### src/round_robin_time_slice_scheduler_macros.svh
// Assertion macros for the round-robin time-slice scheduler.
`ifndef ROUND_ROBIN_TIME_SLICE_SCHEDULER_MACROS_SVH
`define ROUND_ROBIN_TIME_SLICE_SCHEDULER_MACROS_SVH

// Same-cycle implication, checked on clk, off while rst_n is low.
`define RRTS_ASSERT_NOW(label, ante, cons) \
  label: assert property (@(posedge clk) disable iff (!rst_n) (ante) |-> (cons)) \
    else $error("rrts: same-cycle check failed");

// Next-cycle implication, checked on clk, off while rst_n is low.
`define RRTS_ASSERT_NEXT(label, ante, cons) \
  label: assert property (@(posedge clk) disable iff (!rst_n) (ante) |=> (cons)) \
    else $error("rrts: next-cycle check failed");

`endif

### src/rrts_pkg.sv
// Shared constants and types for the round-robin time-slice scheduler.
package rrts_pkg;

  localparam int MAX_PROCESSES = 16;
  localparam int IDX_W         = $clog2(MAX_PROCESSES);
  localparam int CNT_W         = $clog2(MAX_PROCESSES + 1);
  localparam int DATA_W        = 16;
  localparam int STAT_W        = 3;

  localparam logic OP_ADD   = 1'b0;
  localparam logic OP_SERVE = 1'b1;

  localparam logic [STAT_W-1:0] STAT_RAN   = 3'd0;
  localparam logic [STAT_W-1:0] STAT_DONE  = 3'd1;
  localparam logic [STAT_W-1:0] STAT_IDLE  = 3'd2;
  localparam logic [STAT_W-1:0] STAT_ADDED = 3'd3;
  localparam logic [STAT_W-1:0] STAT_FULL  = 3'd4;

  // One ring entry.
  typedef struct packed {
    logic [DATA_W-1:0] rem;
    logic [DATA_W-1:0] pid;
  } entry_t;

  // Outcome of one time slice.
  typedef struct packed {
    logic              done;
    logic [DATA_W-1:0] rem;
  } slice_t;

endpackage

### src/rrts_ring_mem.sv
// Process ring storage: one write port, one registered read port.
module rrts_ring_mem (
  input  logic                      clk,
  input  logic                      wr_en,
  input  logic [rrts_pkg::IDX_W-1:0] wr_addr,
  input  rrts_pkg::entry_t          wr_data,
  input  logic [rrts_pkg::IDX_W-1:0] rd_addr,
  output rrts_pkg::entry_t          rd_data
);

  rrts_pkg::entry_t mem [rrts_pkg::MAX_PROCESSES];

  always_ff @(posedge clk) begin
    if (wr_en) begin
      mem[wr_addr] <= wr_data;
    end
    rd_data <= mem[rd_addr];
  end

endmodule

### src/rrts_slice_unit.sv
// Time-slice unit: one compare and one subtract against the quantum.
module rrts_slice_unit (
  input  logic [rrts_pkg::DATA_W-1:0] rem,
  input  logic [rrts_pkg::DATA_W-1:0] quantum,
  output rrts_pkg::slice_t           slice
);

  always_comb begin
    slice.done = (rem <= quantum);
    slice.rem  = slice.done ? '0 : (rem - quantum);
  end

endmodule

### src/round_robin_time_slice_scheduler.sv
// Top level of the round-robin time-slice scheduler: sequencer, ring and output stage.
//
//  channel | ports                              | beat contents
//  --------+------------------------------------+--------------------------------------
//  in      | in_tvalid in_tready in_tdata in_tuser | tdata: process_id, exec_time; tuser: op
//  out     | out_tvalid out_tready out_tdata out_tuser | tdata: process_id_res, remaining;
//          |                                    | tuser: status
//  cfg     | cfg_wr_en cfg_wr_data              | quantum
//
// Add: accept, then result load. Serve: accept, a scan of n ring entries (1..16),
// then result load; the ring RAM read port delivers one entry per cycle.
// in_tready is high only in IDLE; a finished result waits in the output
// register, so a new beat is taken while the previous result is stalled.
// rst_n (synchronous) empties the ring and sets quantum to 1; no clearing pass.
module round_robin_time_slice_scheduler (
  input  logic        clk,
  input  logic        rst_n,
  // configuration
  input  logic        cfg_wr_en,
  input  logic [15:0] cfg_wr_data,   // quantum
  // input stream
  input  logic        in_tvalid,
  output logic        in_tready,
  input  logic [31:0] in_tdata,      // [15:0] process_id, [31:16] exec_time
  input  logic        in_tuser,      // [0] op
  // result stream
  output logic        out_tvalid,
  input  logic        out_tready,
  output logic [31:0] out_tdata,     // [15:0] process_id_res, [31:16] remaining
  output logic [2:0]  out_tuser      // [2:0] status
);

  localparam int IDX_W  = rrts_pkg::IDX_W;
  localparam int CNT_W  = rrts_pkg::CNT_W;
  localparam int DATA_W = rrts_pkg::DATA_W;
  localparam int STAT_W = rrts_pkg::STAT_W;

  // One-hot sequencer states.
  typedef enum logic [2:0] {
    ST_IDLE = 3'b001,
    ST_SCAN = 3'b010,
    ST_LOAD = 3'b100
  } state_t;

  typedef struct packed {
    logic [STAT_W-1:0] status;
    logic [DATA_W-1:0] rem;
    logic [DATA_W-1:0] pid;
  } res_t;

  state_t            state_r, state_nxt;
  logic [CNT_W-1:0]  cnt_r, cnt_nxt;     // entries in the ring
  logic [IDX_W-1:0]  pos_r, pos_nxt;     // where the next serve scan starts
  logic [IDX_W-1:0]  idx_r, idx_nxt;     // entry under inspection
  logic [CNT_W-1:0]  k_r, k_nxt;         // entries inspected so far
  logic [DATA_W-1:0] quantum_r;
  res_t              res_r, res_nxt;
  logic              out_valid_r;
  res_t              out_r;

  logic              in_acc;
  logic [IDX_W-1:0]  start_idx;
  logic [CNT_W-1:0]  idx_p1;
  logic [IDX_W-1:0]  idx_wrap;
  logic              out_free;

  logic              wr_en;
  logic [IDX_W-1:0]  wr_addr;
  rrts_pkg::entry_t  wr_data;
  logic [IDX_W-1:0]  rd_addr;
  rrts_pkg::entry_t  rd_data;
  rrts_pkg::slice_t  slice;

  rrts_ring_mem u_ring (
    .clk     (clk),
    .wr_en   (wr_en),
    .wr_addr (wr_addr),
    .wr_data (wr_data),
    .rd_addr (rd_addr),
    .rd_data (rd_data)
  );

  // the one compare/subtract unit, fed by the entry the scan just read
  rrts_slice_unit u_slice (
    .rem     (rd_data.rem),
    .quantum (quantum_r),
    .slice   (slice)
  );

  assign in_tready = (state_r == ST_IDLE);
  assign in_acc    = in_tvalid && in_tready;
  assign out_free  = !out_valid_r || out_tready;

  // scan start; pos_r normally sits below cnt_r already
  assign start_idx = (CNT_W'(pos_r) >= cnt_r) ? '0 : pos_r;
  // ring successor of the inspected entry
  assign idx_p1    = CNT_W'(idx_r) + CNT_W'(1);
  assign idx_wrap  = (idx_p1 >= cnt_r) ? '0 : idx_p1[IDX_W-1:0];

  always_comb begin
    state_nxt = state_r;
    cnt_nxt   = cnt_r;
    pos_nxt   = pos_r;
    idx_nxt   = idx_r;
    k_nxt     = k_r;
    res_nxt   = res_r;
    wr_en     = 1'b0;
    wr_addr   = idx_r;
    wr_data   = '{rem: slice.rem, pid: rd_data.pid};
    rd_addr   = idx_r;
    case (state_r)
      ST_IDLE: begin
        rd_addr = start_idx;  // first entry of a serve scan comes out next cycle
        if (in_acc) begin
          if (in_tuser == rrts_pkg::OP_ADD) begin
            if (cnt_r == CNT_W'(rrts_pkg::MAX_PROCESSES)) begin
              res_nxt = '{status: rrts_pkg::STAT_FULL, rem: '0, pid: '0};
            end else begin
              wr_en   = 1'b1;
              wr_addr = cnt_r[IDX_W-1:0];
              wr_data = '{rem: in_tdata[31:16], pid: in_tdata[15:0]};
              cnt_nxt = cnt_r + CNT_W'(1);
              res_nxt = '{status: rrts_pkg::STAT_ADDED, rem: in_tdata[31:16],
                          pid: in_tdata[15:0]};
            end
            state_nxt = ST_LOAD;
          end else if (cnt_r == '0) begin
            res_nxt   = '{status: rrts_pkg::STAT_IDLE, rem: '0, pid: '0};
            pos_nxt   = '0;
            state_nxt = ST_LOAD;
          end else begin
            pos_nxt   = start_idx;
            idx_nxt   = start_idx;
            k_nxt     = '0;
            state_nxt = ST_SCAN;
          end
        end
      end
      ST_SCAN: begin
        rd_addr = idx_wrap;  // prefetch the successor
        if (rd_data.rem != '0) begin
          // pending entry: take one slice and write it back
          wr_en     = 1'b1;
          wr_addr   = idx_r;
          res_nxt   = '{status: slice.done ? rrts_pkg::STAT_DONE : rrts_pkg::STAT_RAN,
                        rem: slice.rem, pid: rd_data.pid};
          pos_nxt   = idx_wrap;
          state_nxt = ST_LOAD;
        end else if (k_r + CNT_W'(1) >= cnt_r) begin
          // whole ring inspected, nothing pending
          res_nxt   = '{status: rrts_pkg::STAT_IDLE, rem: '0, pid: '0};
          state_nxt = ST_LOAD;
        end else begin
          idx_nxt = idx_wrap;
          k_nxt   = k_r + CNT_W'(1);
        end
      end
      ST_LOAD: begin
        if (out_free) begin
          state_nxt = ST_IDLE;
        end
      end
      default: begin
        state_nxt = ST_IDLE;
      end
    endcase
  end

  always_ff @(posedge clk) begin
    if (!rst_n) begin
      state_r     <= ST_IDLE;
      cnt_r       <= '0;
      pos_r       <= '0;
      idx_r       <= '0;
      k_r         <= '0;
      quantum_r   <= DATA_W'(1);
      out_valid_r <= 1'b0;
    end else begin
      state_r <= state_nxt;
      cnt_r   <= cnt_nxt;
      pos_r   <= pos_nxt;
      idx_r   <= idx_nxt;
      k_r     <= k_nxt;
      if (cfg_wr_en) begin
        quantum_r <= cfg_wr_data;
      end
      if (state_r == ST_LOAD && out_free) begin
        out_valid_r <= 1'b1;
      end else if (out_tready) begin
        out_valid_r <= 1'b0;
      end
    end
  end

  // payload registers
  always_ff @(posedge clk) begin
    res_r <= res_nxt;
    if (state_r == ST_LOAD && out_free) begin
      out_r <= res_r;
    end
  end

  assign out_tvalid = out_valid_r;
  assign out_tdata  = {out_r.rem, out_r.pid};
  assign out_tuser  = out_r.status;

  // ---------------------------------------------------------------------------
  // Assertions
  // ---------------------------------------------------------------------------
`include "round_robin_time_slice_scheduler_macros.svh"

  `RRTS_ASSERT_NOW(a_cnt_bound, 1'b1, cnt_r <= CNT_W'(rrts_pkg::MAX_PROCESSES))
  `RRTS_ASSERT_NOW(a_pos_in_ring, cnt_r != '0, CNT_W'(pos_r) < cnt_r)
  `RRTS_ASSERT_NEXT(a_add_grows,
    in_acc && in_tuser == rrts_pkg::OP_ADD && cnt_r != CNT_W'(rrts_pkg::MAX_PROCESSES),
    cnt_r == $past(cnt_r) + CNT_W'(1))
  `RRTS_ASSERT_NEXT(a_scan_keeps_cnt, state_r == ST_SCAN, $stable(cnt_r))

endmodule

### config.mk
export PLATFORM = sky130hd
export DESIGN_NAME = round_robin_time_slice_scheduler
export DESIGN_NICKNAME = d
export VERILOG_FILES = /design/src/rrts_pkg.sv /design/src/rrts_ring_mem.sv /design/src/rrts_slice_unit.sv /design/src/round_robin_time_slice_scheduler.sv
export VERILOG_INCLUDE_DIRS = /design/src /design/src/src
export SDC_FILE = /design/constraint.sdc
export NUM_CORES = 1
export LEC_CHECK = 0
export ABC_AREA = 1
export BUFFER_PORTS_ARGS = -buffer_cell sky130_fd_sc_hd__buf_2
export CAP_MARGIN = 20
export CORE_AREA = 2 2 292 294
export CTS_BUF_LIST = sky130_fd_sc_hd__clkbuf_16
export DETAILED_ROUTE_END_ITERATION = 6
export DIE_AREA = 0 0 294 296
export PLACE_DENSITY = 0.48
export SYNTH_ARGS = -nofsm -noshare
export SYNTH_HDL_FRONTEND = slang
export SYNTH_HIERARCHICAL = 1
export SYNTH_SLANG_ARGS = --single-unit
### constraint.sdc
create_clock -name clk -period 4.6 [get_ports clk]
set_input_delay 0.92 -clock clk [delete_from_list [all_inputs] [get_ports clk]]
set_output_delay 0.92 -clock clk [all_outputs]
set_load 0.02 [all_outputs]
# --- Word level (Yosys, flattened, before mapping) ---
# Memories as Yosys holds them, arrays and structs flattened. A register that Yosys moved wholly into a read port is not among the register bits.
# Cells that the tools add are included.
classes:
  eq_ne: 13
  addsub: 4
  n_mux: 53
  bitwise_logic: 2
  magnitude_cmp: 4
  reduce_logical: 13
ops:
  columns: ["operator", "n"]
  rows:
  - ["2-to-1 mux 35 bit", 6]
  - ["2-to-1 mux 32 bit", 4]
  - ["case mux 35 bit (2 select lines)", 1]
  - ["2-to-1 mux 4 bit", 15]
  - ["2-to-1 mux 5 bit", 5]
  - ["case mux 4 bit (2 select lines)", 3]
  - ["2-to-1 mux 3 bit", 6]
  - ["<= comparator 16 bit", 1]
  - ["2-to-1 mux 16 bit", 1]
  - ["nonzero test 16 bit", 1]
  - ["subtractor 16 bit", 1]
  - ["AND reduction 4 bit", 3]
  - ["adder 5 x 1 -> 5 bit, second input constant", 2]
  - [">= comparator 5 bit", 2]
  - ["inequality test 2 bit, second input constant", 5]
  - ["case mux 5 bit (2 select lines)", 1]
  - ["2-to-1 mux 1 bit", 9]
  - ["case mux 3 bit (3 select lines)", 1]
  - ["AND reduction 6 bit", 1]
  - ["adder 4 x 1 -> 5 bit, second input constant", 1]
  - ["equality test 5 bit, second input constant", 1]
  - [">= comparator 4 x 5 -> 1 bit", 1]
  - ["logical NOT 5 bit", 1]
  - ["inequality test 2 x 1 -> 1 bit, second input constant", 2]
  - ["other kinds (12)", 15]
word_totals:
  word_cells: 103
  memories: 1
  inputBits: 54
  ram_bits: 512
  register_bits: 108
mem_list:
  columns: ["name", "depth", "word_bits", "rd", "rd_clocked_by_memory_dff", "wr", "line", "rtl"]
  rows:
  - ["u_ring.mem", 16, 32, 1, 1, 1, "rrts_ring_mem.sv:11", "rrts_pkg::entry_t mem [rrts_pkg::MAX_PROCESSES];"]

# --- Depth between registers and ports, before layout ---
# Gate-level depths: netlist of the first run.
depth:
  depth_word: 7
  ltp_mapped: 21
  depth_no_buf: 18

# --- Hierarchy ---
# The synthesis of the first run kept the hierarchy.
by_module_without_submodules:
  columns: ["mod", "n_inst", "cells_per_inst", "area_per_inst_um2", "seq_area_each_um2"]
  rows:
  - ["rrts_ring_mem", 1, 2120, 22744.3, 16015.4]
  - ["round_robin_time_slice_scheduler", 1, 616, 5286.3, 2862.7]
  - ["rrts_slice_unit", 1, 226, 1172.4, 0.0]

# --- Least setup slack after synthesis of the first run ---
# OpenSTA, ideal clock, no wires.
synth_timing:
  path_type: "input port to flip-flop"
  startpoint: "input port out_tready"
  endpoint: "register out_r, in the netlist out_tdata[0] (enable)"
  t_arrival_ns: 4.314
  setup_slack_ns: -0.229
  path_stages: 2
  path_cell_list: "nor2_1 > nor4_1"
synth_between:
  elab_chain_cells: 2
synth_rtl:
  columns: ["item", "line", "rtl"]
  rows:
  - ["from (decl)", "round_robin_time_slice_scheduler.sv:28", "input logic out_tready,"]
  - ["logical OR 1 bit", "round_robin_time_slice_scheduler.sv:92", "assign out_free = !out_valid_r || out_tready;"]
  - ["logical AND 1 bit", "round_robin_time_slice_scheduler.sv:198", "if (state_r == ST_LOAD && out_free) begin"]
  - ["to (signal assigned)", "round_robin_time_slice_scheduler.sv:199", "out_r <= res_r;"]
  - ["to (decl)", "round_robin_time_slice_scheduler.sv:59", "res_t out_r;"]
# Every way passes these cells.
# A chain may end at the register's enable or synchronous reset.

# --- Final worst setup path of the first run ---
layout_timing:
  startpoint: "register idx_r[1]"
  endpoint: "register, netlist name u_ring/rd_data[13]"
layout_between:
  elab_chain_cells: 4
layout_rtl:
  columns: ["item", "line", "rtl"]
  rows:
  - ["from (decl)", "round_robin_time_slice_scheduler.sv:54", "logic [IDX_W-1:0] idx_r, idx_nxt;"]
  - ["from (signal assigned)", "round_robin_time_slice_scheduler.sv:182", "idx_r <= idx_nxt;"]
  - ["adder 4 x 1 -> 5 bit (*)", "round_robin_time_slice_scheduler.sv:97", "assign idx_p1 = CNT_W'(idx_r) + CNT_W'(1);"]
  - [">= comparator 5 bit", "round_robin_time_slice_scheduler.sv:98", "assign idx_wrap = (idx_p1 >= cnt_r) ? '0 : idx_p1[IDX_W-1:0];"]
  - ["2-to-1 mux 4 bit (*)", "round_robin_time_slice_scheduler.sv:98", null]
  - ["case mux 4 bit (2 select lines) (*)", "round_robin_time_slice_scheduler.sv:111", "case (state_r)"]
  - ["named net rd_addr[2]", "round_robin_time_slice_scheduler.sv:70", "logic [IDX_W-1:0] rd_addr;"]
# Mark *: on every way through the listed nets, which the timed path passes. The rest lies on a longest branch.

==> summary.md, run 1 <==
| Metric | Value |
|---|---|
| RSZ-0062 raised after global routing | no |
| Total vias in the final route | just over 20000 |
| Residual DRC | 0 |
| Final wirelength | 82.2 mm |
| Net count, final | ~3200 |
| Initial antenna violation count | 1 |
| Number of global-route vias before repair | ~20000 |
| Cell area after synthesis | 29200 um^2 |
| IO Count | between 90 and 100 |
| Top delay family on crit path | buffers and inverters |
| CP Cell Sequence | ha_1 > xor2_1 > ha_1 > nand2_1 > inv_1 > o21ai_0 > nand4_1 > inv_1 > a21oi_1 > o21ai_4 > buf_16 > buf_4 > nand3_1 > nand3_1 > nand2_1 |
| Die Area | approximately 87000 um^2 |
| Final HPWL DP | ~50 mm |
| MaxCap Viol Count | 0 |
| Die height | between 200 and 300 um |
| Largest net degree at the start of global routing | ~150 |
| Yosys warning count | 6 |
| Crit. End Element | flop |
| Fraction of layout cells with a size suffix above 1 | 0.105 |
| CP required | slightly above 5 ns |
| Synthesis-stage register bit count | between 600 and 700 |
| Grt ovf | 0 |
| Worst-path fanout max | 37 |
| Port Buffers | 90 |
| Clock Latency Late Sink | 0.62 ns |
| Synth Area per Inst | 9.86 um^2 |
| Clock Skew | roughly 0.03 ns |
| Routed Antenna Nets | 0 |
| CP max stage delay | between 0.5 and 0.6 ns |
| Area Overhead vs Synth | 14.6% |
| CTS Root Cell | clkbuf_16 |
| # rows | 107 |
| Initial Utilization | 0.347 |
| Worst slew margin | 0.295 |
| Tmin final | around 3.6 ns |
| Highest clock rate | 277 MHz |
| Final worst path period share | 0.784 |
| Starting DRT DRC Count | 1367 |
| TritonCTS buffer count | 74 |
| CTS tree | yes |
| Setup TNS | 0 ns |
| Clock slew at reported path FFs | 0.06 ns |
| Actual slew at the worst max-slew pin | 1.06 ns |
| Syn Nets | about 3100 |
| Drt wl/cell | 19.5 um |
| Leakage | between 10 and 15 nW |
| CP max stage cell | buf_4 |
| Setup violators final | 0 |
| Hold crit path type | reg -> reg |
| Post-CTS sizing | 0 |
| Core area | around 84000 um^2 |
| Via/cell ratio | about 4.8 |
| P per Cell Area | between 600 and 700 nW/um^2 |
| WP data arrival | ~4.1 ns |
| Status | completed |
| Tot Pwr | about 22 mW |
| Global placer's final weighted congestion | roughly 0.84 |
| Mapped Cells | between 2000 and 3000 |
| Clock Path Buffers | 3 |
| First-pass GRT wire length | 124 mm |
| Worst slack at placement | 0.924 ns |
| Htree depth | 3 |
| 1st-pass router iterations | 5 |
| CTS sink cnt | roughly 650 |
| PnR worst setup slack | around 1 ns |
| All-Layer GR Usage | 0.189 |
| Die W | roughly 290 um |
| CP Class | reg -> reg |
| CP Launch Type | flop |
| Max VDD drop | roughly 350 uV |
| Setup Buffers After CTS | 0 |
| Buf/Inv on CP | 4 |
| Yosys cell types | 38 |
| Hold Vio Cnt, Final | 0 |
| Ant. Diodes | 0 |
| Pins Over Slew Limit | 0 |
| Hold_buf cts | 0 |
| Seq/Total Area, Yosys | 0.646 |
logic make-up after synthesis:
| family | share of synthesized area |
|---|---|
| and+or+nand+nor | 0.216 |
| AOI/OAI and AO/OA | 0.0205 |
| DFF | 0.646 |
| adders and majority gates | 0.0153 |
| xor gates and xnor gates | 0.00360 |
| buffers and inverters | 0.0978 |
where the power goes:
part           switching (mW)  internal, mW  total (mW)  leakage, nW
logic                    5.52          2.09        7.61         7.32
registers               0.350          8.23        8.58         5.88
clock network            2.40          3.15        5.55         1.20
total                    8.28          13.5        21.7         14.4
layout make-up:
type	count	area, um^2
tap	1090	1360
clock buffer	77	1930
inverter	528	1990
multi-input combinational	1651	7680
fill	8188	50800
timing repair buffer	166	1250
sequential	652	18900
clock inverter	60	363
path summary, 6_finish.rpt:
kind	slack [ns]	to	from	cells past startpoint
worst min-delay path	0.42	out_tdata[23]$_DFFE_PP_	res_r[23]$_DFFE_PP_	0
worst max register to register	1.0	u_ring/rd_data[13]$_DFF_P_	idx_r[1]$_SDFFE_PN0P_	15
worst max-delay path	1.0	u_ring/rd_data[13]$_DFF_P_	idx_r[1]$_SDFFE_PN0P_	15
worst min register to register	0.42	out_tdata[23]$_DFFE_PP_	res_r[23]$_DFFE_PP_	0
layout by cell type (no fill, tap or decap), types with 2 or more instances in the layout:
master / synthesis / routed
o21ai_4: 0 / 4
clkbuf_16: 0 / 77
clkinv_2: 0 / 9
a21oi_1: 26 / 26
bufinv_16: 0 / 2
nand2_2: 7 / 7
buf_2: 50 / 90
inv_6: 1 / 3
clkinv_4: 1 / 2
nor2_2: 14 / 14
nor2_4: 3 / 20
nand3b_1: 6 / 6
nand2_1: 870 / 870
xnor2_1: 7 / 7
dfxtp_1: 70 / 70
nand4_1: 10 / 10
buf_12: 2 / 17
nor3_1: 6 / 6
buf_4: 11 / 58
o21ai_0: 75 / 70
ha_1: 34 / 34
clkinv_8: 0 / 2
o21ai_2: 0 / 2
xor2_1: 5 / 5
clkinvlp_4: 0 / 2
nor2_1: 117 / 100
nand2_4: 2 / 2
nand3_2: 4 / 4
clkinv_1: 0 / 19
inv_2: 5 / 5
edfxtp_1: 582 / 582
nand3_1: 443 / 442
o21ai_1: 13 / 12
o22ai_1: 2 / 2
inv_1: 521 / 542
metrics by stage:
stage	area, um^2	utilization	cells	hold slack (ns)
CTS	33400	0.397	4222	0.414
global placement	31100	0.370	4085	0.403
global route	33500	0.397	4224	0.421
floorplan	29200	-	2962	0.400
detailed placement	31100	0.370	4085	0.405
finish	33500	0.397	4224	0.417
cells in the mapped netlist (all sizes together):
cell type | number | area (um^2)
nand3b | 6 | 45.0
nand4 | 10 | 62.6
nor2 | 134 | 561
buf | 108 | 778
nor4 | 1 | 6.26
clkinv | 1 | 8.76
ha | 34 | 425
fa | 1 | 20.0
or2 | 1 | 6.26
o22ai | 2 | 12.5
o21ai | 88 | 440
xnor2 | 7 | 61.3
inv | 527 | 1980
a21oi | 27 | 139
a21o | 1 | 7.51
dfxtp | 70 | 1400
nand2 | 879 | 3330
nand3 | 447 | 2260
and2 | 1 | 8.76
nor3 | 7 | 40.0
edfxtp | 582 | 17500
xor2 | 5 | 43.8
clkbuf | 23 | 86.3
routing by layer:
| metal | wire (um) | GRT usage |
|---|---|---|
| met1 | 36900 | 0.249 |
| met2 | 39700 | 0.326 |
| met3 | 3560 | 0.0247 |
| met4 | 2030 | 0.0572 |
| met5 | 0 | 0 |
flip-flops by register name (all words and copies together), names as in the netlist:
| signal | cells |
|---|---|
| out_tuser | 3 |
| out_tvalid | 1 |
| u_ring/mem | 512 |
| res_r | 35 |
| state_r | 3 |
| cnt_r | 5 |
| pos_r | 4 |
| out_tdata | 32 |
| idx_r | 4 |
| quantum_r | 16 |
| k_r | 5 |
| u_ring/rd_data | 32 |
(Power assumes the default switching activity.)
==> inputs of run 2 (changes only) <==
--- a/config.mk
+++ b/config.mk
@@ -13,7 +13,7 @@
 export CTS_BUF_LIST = sky130_fd_sc_hd__clkbuf_16
 export DETAILED_ROUTE_END_ITERATION = 6
 export DIE_AREA = 0 0 294 296
-export PLACE_DENSITY = 0.48
+export PLACE_DENSITY = 0.47
 export SYNTH_ARGS = -nofsm -noshare
 export SYNTH_HDL_FRONTEND = slang
 export SYNTH_HIERARCHICAL = 1
==> constraint.sdc (replaced) <==
create_clock -name clk -period 3.4 [get_ports clk]
set_input_delay 0.68 -clock clk [delete_from_list [all_inputs] [get_ports clk]]
set_output_delay 0.68 -clock clk [all_outputs]
set_load 0.02 [all_outputs]
==> run 2 against run 1 <==
Effect of this change: worst setup slack worse by 0.65 ns; count of clock-buffer cells in the layout fell by 2; global-route usage shrank 0.24 points; combinational power is 33% higher.
==> summary.md, run 2 (synthesis results as in run 1) <==
| Metric | Value |
|---|---|
| DR top layer | met4 |
| Routed wire length on met2 | 39.0 mm |
| Final wirelength | around 80 mm |
| Status | completed |
| TritonCTS buffer count | slightly above 70 |
| Via/cell ratio | roughly 4.7 |
| Max VDD drop | 350 uV |
| CP max stage cell | dfxtp_1 |
| Residual DRC | 0 |
| CP Cell Sequence | ha_1 > nand2_1 > nor2_1 > ha_1 > nand2_1 > inv_1 > nand4_1 > nand4_1 > inv_1 > a21oi_1 > o21ai_4 > inv_6 > buf_12 > buf_4 > nand2_1 > nand3_1 > nand3_1 > nand3_1 > nand2_1 |
| Pins Over Slew Limit | 0 |
| WP data arrival | approximately 3.5 ns |
| Highest clock rate | about 330 MHz |
| Most used cell, CP | nand2_1 |
| Clock slew at reported path FFs | 0.06 ns |
| Largest registers | u_ring/mem x512, res_r x35 |
| CP required | 3.89 ns |
| Clock Latency Late Sink | 0.61 ns |
| CP max stage delay | approximately 0.34 ns |
| Die Area | 87000 um^2 |
| Largest net degree at the start of global routing | roughly 80 |
| Wire length on met3 | about 3.5 mm |
| Final Core Density | 0.404 |
| Final worst path period share | 0.897 |
| RR Startpoint | idx_r[0]$_SDFFE_PN0P_ |
| Core area | ~84000 um^2 |
| Starting DRT DRC Count | between 1000 and 1500 |
| Fraction of layout cells with a size suffix above 1 | 0.117 |
| Max reg flops | between 500 and 600 |
| Hold crit path type | in -> reg |
| Reg2reg path depth | 19 |
| Drt wl/cell | approximately 19 um |
| Htree depth | 3 |
| 1st-pass router iterations | 5 |
| Initial antenna violation count | 0 |
| Number of global-route vias before repair | ~20000 |
| Leakage | roughly 15 nW |
| IO Count | 91 |
| Most frequent cells in the layout | nand2_1 (870), edfxtp_1 (582), inv_1 (541) |
| Actual slew at the worst max-slew pin | 0.790 ns |
| Port Buffers | 90 |
| Die W | around 300 um |
| Ant. Diodes | 0 |
| Hold Path Sink | quantum_r[3]$_SDFFE_PN0P_ |
| Hold Path Origin | cfg_wr_data[3] |
| CTS tree | yes |
| MaxCap Viol Count | 0 |
| Initial Utilization | 0.347 |
| # rows | about 110 |
| Global placer's final weighted congestion | approximately 0.82 |
| Net count, final | about 3200 |
| First-pass GRT wire length | between 100 and 150 mm |
| Setup Buffers After CTS | 0 |
| Biggest register | u_ring/mem |
| Most common cell after layout, fill and taps aside | nand2_1 |
| Worst-path fanout max | 27 |
| CP Class | reg -> reg |
| Hold Vio Cnt, Final | 0 |
| P per Cell Area | 866 nW/um^2 |
| Setup violators final | 0 |
| Grt ovf | 0 |
| Clock Skew | 0.0300 ns |
| RSZ-0062 raised after global routing | no |
| CP Launch Type | flop |
| R2R setup slack | 0.35 ns |
| Routed Antenna Nets | 0 |
| Total vias in the final route | just over 20000 |
| Final HPWL DP | between 40 and 50 mm |
| Tmin final | a little over 3 ns |
| Hold Path Cell Cnt | 3 |
| CTS Root Cell | clkbuf_16 |
| Worst R2R End | u_ring/rd_data[12]$_DFF_P_ |
| Area Overhead vs Synth | 16.5% |
| Worst slew margin | 0.472 |
| Die height | between 200 and 300 um |
| All-Layer GR Usage | 0.187 |
| Clock Path Buffers | 3 |
| Wl on met1 | approximately 36 mm |
| CTS sink cnt | 652 |
| Crit. End Element | flop |
| Setup TNS | 0 ns |
-- run 2: routing by layer --
| layer | vias to the layer above | GRT usage |
|---|---|---|
| li1 | 9856 | - |
| met1 | 9709 | 0.242 |
| met2 | 442 | 0.324 |
| met3 | 126 | 0.0260 |
| met4 | 0 | 0.0555 |
| met5 | - | 0 |
-- run 2: stage by stage --
stage	cell area, um^2	setup slack (ns)	hold WS [ns]	total power [mW]	instances
2_1_floorplan	29200	0.0492	0.400	18.2	2962
3_3_place_gp	31600	0.335	0.401	21.7	4124
3_5_place_dp	31600	0.258	0.405	21.9	4124
4_1_cts	34000	0.230	0.262	29.8	4255
5_1_grt	34000	0.0253	0.286	31.3	4255
6_report	34000	0.349	0.292	29.5	4255
-- run 2: how the worst max path moves through the flow --
stage | start | to | slack, ns
2_1_floorplan | cnt_r[0]$_SDFFE_PN0P_ | u_ring/mem[13][0]$_DFFE_PP_ | 0.05
3_3_place_gp | idx_r[0]$_SDFFE_PN0P_ | u_ring/rd_data[23]$_DFF_P_ | 0.33
3_5_place_dp | idx_r[1]$_SDFFE_PN0P_ | u_ring/rd_data[16]$_DFF_P_ | 0.26
4_1_cts | idx_r[0]$_SDFFE_PN0P_ | u_ring/rd_data[12]$_DFF_P_ | 0.23
5_1_grt | idx_r[0]$_SDFFE_PN0P_ | u_ring/rd_data[13]$_DFF_P_ | 0.03
6_report | idx_r[0]$_SDFFE_PN0P_ | u_ring/rd_data[12]$_DFF_P_ | 0.35
-- run 2: what timing repair did --
action / CTS / global route
resized for setup: 0 / 1
hold buffers: 0 / 0
endpoints found under the setup margin: 0 / 6
-- run 2: critical path: cells and delay by family, from the launching register on --
family | cells | cell delay [ns]
simple gates | 10 | 0.95
flops | 1 | 0.34
fa+ha+maj | 2 | 0.52
buf+inv | 5 | 0.71
compound gates | 2 | 0.38
-- run 2: cell type report --
type	count	area (um^2)
inverter	528	1990
sequential	652	18900
clock inverter	56	503
multi-input combinational	1651	7670
timing repair buffer	203	1740
tap	1090	1360
fill	8148	50200
clock buffer	75	1880
-- run 2: power by group --
group | internal (mW) | switching (mW) | total [mW]
Clock | 4.68 | 3.17 | 7.84
Combinational | 3.04 | 7.04 | 10.1
Sequential | 11.1 | 0.407 | 11.5
Total | 18.8 | 10.6 | 29.5
==> inputs of run 3 (changes only) <==
--- a/config.mk
+++ b/config.mk
@@ -6,14 +6,14 @@
 export SDC_FILE = /design/constraint.sdc
 export NUM_CORES = 1
 export LEC_CHECK = 0
-export ABC_AREA = 1
+export ABC_AREA = 0
 export BUFFER_PORTS_ARGS = -buffer_cell sky130_fd_sc_hd__buf_2
 export CAP_MARGIN = 20
-export CORE_AREA = 2 2 292 294
+export CORE_AREA = 2 2 221 223
 export CTS_BUF_LIST = sky130_fd_sc_hd__clkbuf_16
 export DETAILED_ROUTE_END_ITERATION = 6
-export DIE_AREA = 0 0 294 296
-export PLACE_DENSITY = 0.47
+export DIE_AREA = 0 0 223 225
+export PLACE_DENSITY = 0.69
 export SYNTH_ARGS = -nofsm -noshare
 export SYNTH_HDL_FRONTEND = slang
 export SYNTH_HIERARCHICAL = 1
==> constraint.sdc (replaced) <==
create_clock -name clk -period 2.9 [get_ports clk]
set_input_delay 0.58 -clock clk [delete_from_list [all_inputs] [get_ports clk]]
set_output_delay 0.58 -clock clk [all_outputs]
set_load 0.02 [all_outputs]
==> run 3 against run 2 <==
Effect of this change: the run now ends with negative setup slack left; final area down 2.9%; non-clock buffer count up 120; sequential share of layout area up 1.7 points; register-to-register slack worse by 0.55 ns; synthesized area down 11%; highest routed layer unchanged.
==> summary.md, run 3 <==
| Metric | Value |
|---|---|
| Status | finished with violations |
| Failing checks | negative setup slack |
| Commonest cells post-synth | edfxtp_1 (582), mux4_2 (128), nand2_1 (74) |
| Drt wl/cell | 28.5 um |
| Clock Skew | 0.0189 ns |
| Starting DRT DRC Count | approximately 1900 |
| EDFF count, synth | approximately 580 |
| Hold Path Cell Cnt | 3 |
| Final wirelength | a little under 70 mm |
| Setup violators final | 47 |
| 1st-pass router iterations | 5 |
| Synth area leaders | edfxtp_1 (67%), mux4_2 (11%), dfxtp_1 (5.4%) |
| Most common cell in the synthesized netlist | edfxtp_1 |
| Most frequent cells in the layout | edfxtp_1 (582), buf_4 (140), mux4_2 (128) |
| CTS tree | yes |
| Residual DRC | 0 |
| Highest clock rate | around 320 MHz |
| Post-synthesis simple-gate area fraction | 0.0419 |
| Synth area leader | edfxtp_1 |
| Final HPWL DP | 37.9 mm |
| Clock slew at reported path FFs | 0.06 ns |
| Dominant synthesized flop cell | edfxtp_1 |
| Actual slew at the worst max-slew pin | 0.708 ns |
| Mapped Cells | about 1400 |
| Hold Path Origin | cfg_wr_data[9] |
| CP Cell Sequence | ha_4 > and3_4 > ha_4 > a211o_4 > a311oi_4 > a221o_4 > buf_6 > buf_12 > buf_12 > mux4_2 > a22oi_2 > nand2_1 |
| All-Layer GR Usage | 0.270 |
| Tot Pwr | around 21 mW |
| RR Startpoint | idx_r[1]$_SDFFE_PN0P_ |
| Die W | about 220 um |
| Hold Vio Cnt, Final | 0 |
| Most common cell after layout, fill and taps aside | edfxtp_1 |
| Yosys cell types | 70 |
| Largest net degree at the start of global routing | a little over 40 |
| Mux contribution to synthesized area | 0.134 |
| Leakage | between 10 and 15 nW |
| PnR worst setup slack | -0.204 ns |
| Pins Over Slew Limit | 0 |
| Net count, final | roughly 1800 |
| Cell area after synthesis | ~26000 um^2 |
| Post-Synth XOR/XNOR Area | 0.00537 |
| Biggest register | u_ring/mem |
| Async set-reset flop share out of synthesis | 0 |
| Compound-gate portion of the synthesized area | 0.0592 |
| Global placer's final weighted congestion | roughly 0.89 |
| Max VDD drop | 487 uV |
| Area Overhead vs Synth | 26.6% |
| # rows | 80 |
| Die Area | roughly 50000 um^2 |
| Synth Area per Inst | about 19 um^2 |
| Synthesis-stage register bit count | approximately 650 |
| Largest registers | u_ring/mem x512, res_r x35 |
| Final worst path period share | 1.07 |
| Top cell type's share of synthesized area | 0.670 |
| First-pass GRT wire length | between 90 and 100 mm |
| CP max stage cell | mux4_2 |
| Flop pwr share | 0.513 |
| Yosys warning count | 6 |
| CP Class | reg -> reg |
| Port Buffers | 90 |
| Tmin final | ~3.1 ns |
| Die height | between 200 and 250 um |
| IO Count | 91 |
| Number of global-route vias before repair | ~15000 |
| Hold crit path type | in -> reg |
| Syn Nets | between 1000 and 1500 |
| P per Cell Area | about 640 nW/um^2 |
| Hold_buf cts | 0 |
| Initial Utilization | 0.549 |
| Clock Path Buffers | 3 |
| Switch Pwr | ~4.8 mW |
| Synth Area in Adders | 0.0171 |
| Seq/Total Area, Yosys | 0.724 |
| Total vias in the final route | 15157 |
| Internal power | between 15 and 20 mW |
| Ant. Diodes | 0 |
| Sw Share | 0.227 |
| CTS sink cnt | 652 |
| Worst R2R End | u_ring/rd_data[18]$_DFF_P_ |
| WHS | between 0.2 and 0.25 ns |
| CP required | approximately 3.4 ns |
| Crit. End Element | flop |
| RSZ-0062 raised after global routing | yes |
| Largest family of logic cells by synthesized area | multiplexers |
| Core area | ~48000 um^2 |
| Grt ovf | 0 |
| MaxCap Viol Count | 0 |
| Worst slew margin | 0.523 |
| WP data arrival | between 3 and 4 ns |
| CP max stage delay | about 0.52 ns |
| R2R setup slack | -0.20 ns |
| TritonCTS buffer count | 66 |
| Htree depth | 3 |
| CP Launch Type | flop |
| CTS Root Cell | clkbuf_16 |
| Worst-path fanout max | 8 |
| Routed Antenna Nets | 0 |
| Clk network pwr share | 0.392 |
| Via/cell ratio | approximately 6.3 |
| Fraction of layout cells with a size suffix above 1 | 0.405 |
| Initial antenna violation count | 0 |
| Max reg flops | 512 |
| Combinational fraction of design power | 0.095 |
| Reg2reg path depth | 12 |
| Clock Latency Late Sink | roughly 0.6 ns |
| Hold Path Sink | quantum_r[9]$_SDFFE_PN0P_ |
## run 3: cells by family after synthesis
family / after synthesis
AOI/OAI and AO/OA: 206
muxes: 179
buffers and inverters: 103
DFF: 652
adders and majority gates: 35
and+or+nand+nor: 217
xor gates and xnor gates: 16
## run 3: power groups by stage
stage	clock [mW]	sequential [mW]	combinational (mW)
after floorplan	0	11.0	0.934
after global placement	0	11.0	1.63
after detailed placement	0	11.0	1.67
after CTS	8.41	10.8	1.77
after global routing	8.78	10.9	2.14
final	8.30	10.8	2.00
## run 3: what timing repair did
action                                  4_1_cts  5_1_grt
pin swaps                                    54       44
endpoints found under the setup margin      278      321
buffers inserted                             24       12
resized for setup                            76       98
cloned                                       18       12
## run 3: critical path, delay by kind of cell, from the launching register on
family	cells	cell delay [ns]
adder cells (fa/ha/maj)	2	0.36
buffers and inverters	3	0.46
AND/OR/NAND/NOR	2	0.26
flip-flops	1	0.37
multiplexers	1	0.52
AO/OA/AOI/OAI	4	1.02
## run 3: metal layers
metal  track usage  vias to the layer above  part of all wire
met5             0                        -                 0
met4        0.0872                        0             0.030
met3        0.0445                      154             0.087
met2         0.447                      823              0.49
met1         0.370                     7742              0.39
li1              -                     6438                 -
## run 3: final cells by class
type / instances / area, um^2
well taps: 615 / 769
multi-input cells: 665 / 7780
fillers: 2955 / 14500
repair buffers: 323 / 3330
inverters: 34 / 130
clock inverters: 53 / 435
flip-flops and latches: 652 / 18900
clock buffers: 67 / 1680
## run 3: per-stage QoR
step,std cells,cell area [um^2],setup TNS [ns],setup WS [ns],util
4_1_cts,2391,32400,-3.82,-0.175,0.682
3_5_place_dp,2231,29400,-18.72,-0.286,0.618
5_1_grt,2409,33000,-9.23,-0.298,0.694
6_report,2409,33000,-4.31,-0.204,0.694
2_1_floorplan,1408,26500,-48.93,-0.322,-
3_3_place_gp,2230,29400,-14.42,-0.187,0.617
## run 3: worst max path at each step
stage / startpoint / endpoint / cells past startpoint
floorplan: state_r[1]$_SDFFE_PN0P_ / u_ring/mem[0][0]$_DFFE_PP_ / 7
global placement: idx_r[0]$_SDFFE_PN0P_ / u_ring/rd_data[7]$_DFF_P_ / 11
detailed placement: u_ring/rd_data[16]$_DFF_P_ / u_ring/mem[6][26]$_DFFE_PP_ / 12
CTS: idx_r[0]$_SDFFE_PN0P_ / u_ring/rd_data[18]$_DFF_P_ / 13
global route: cnt_r[2]$_SDFFE_PN0P_ / u_ring/rd_data[23]$_DFF_P_ / 12
finish: idx_r[1]$_SDFFE_PN0P_ / u_ring/rd_data[18]$_DFF_P_ / 12
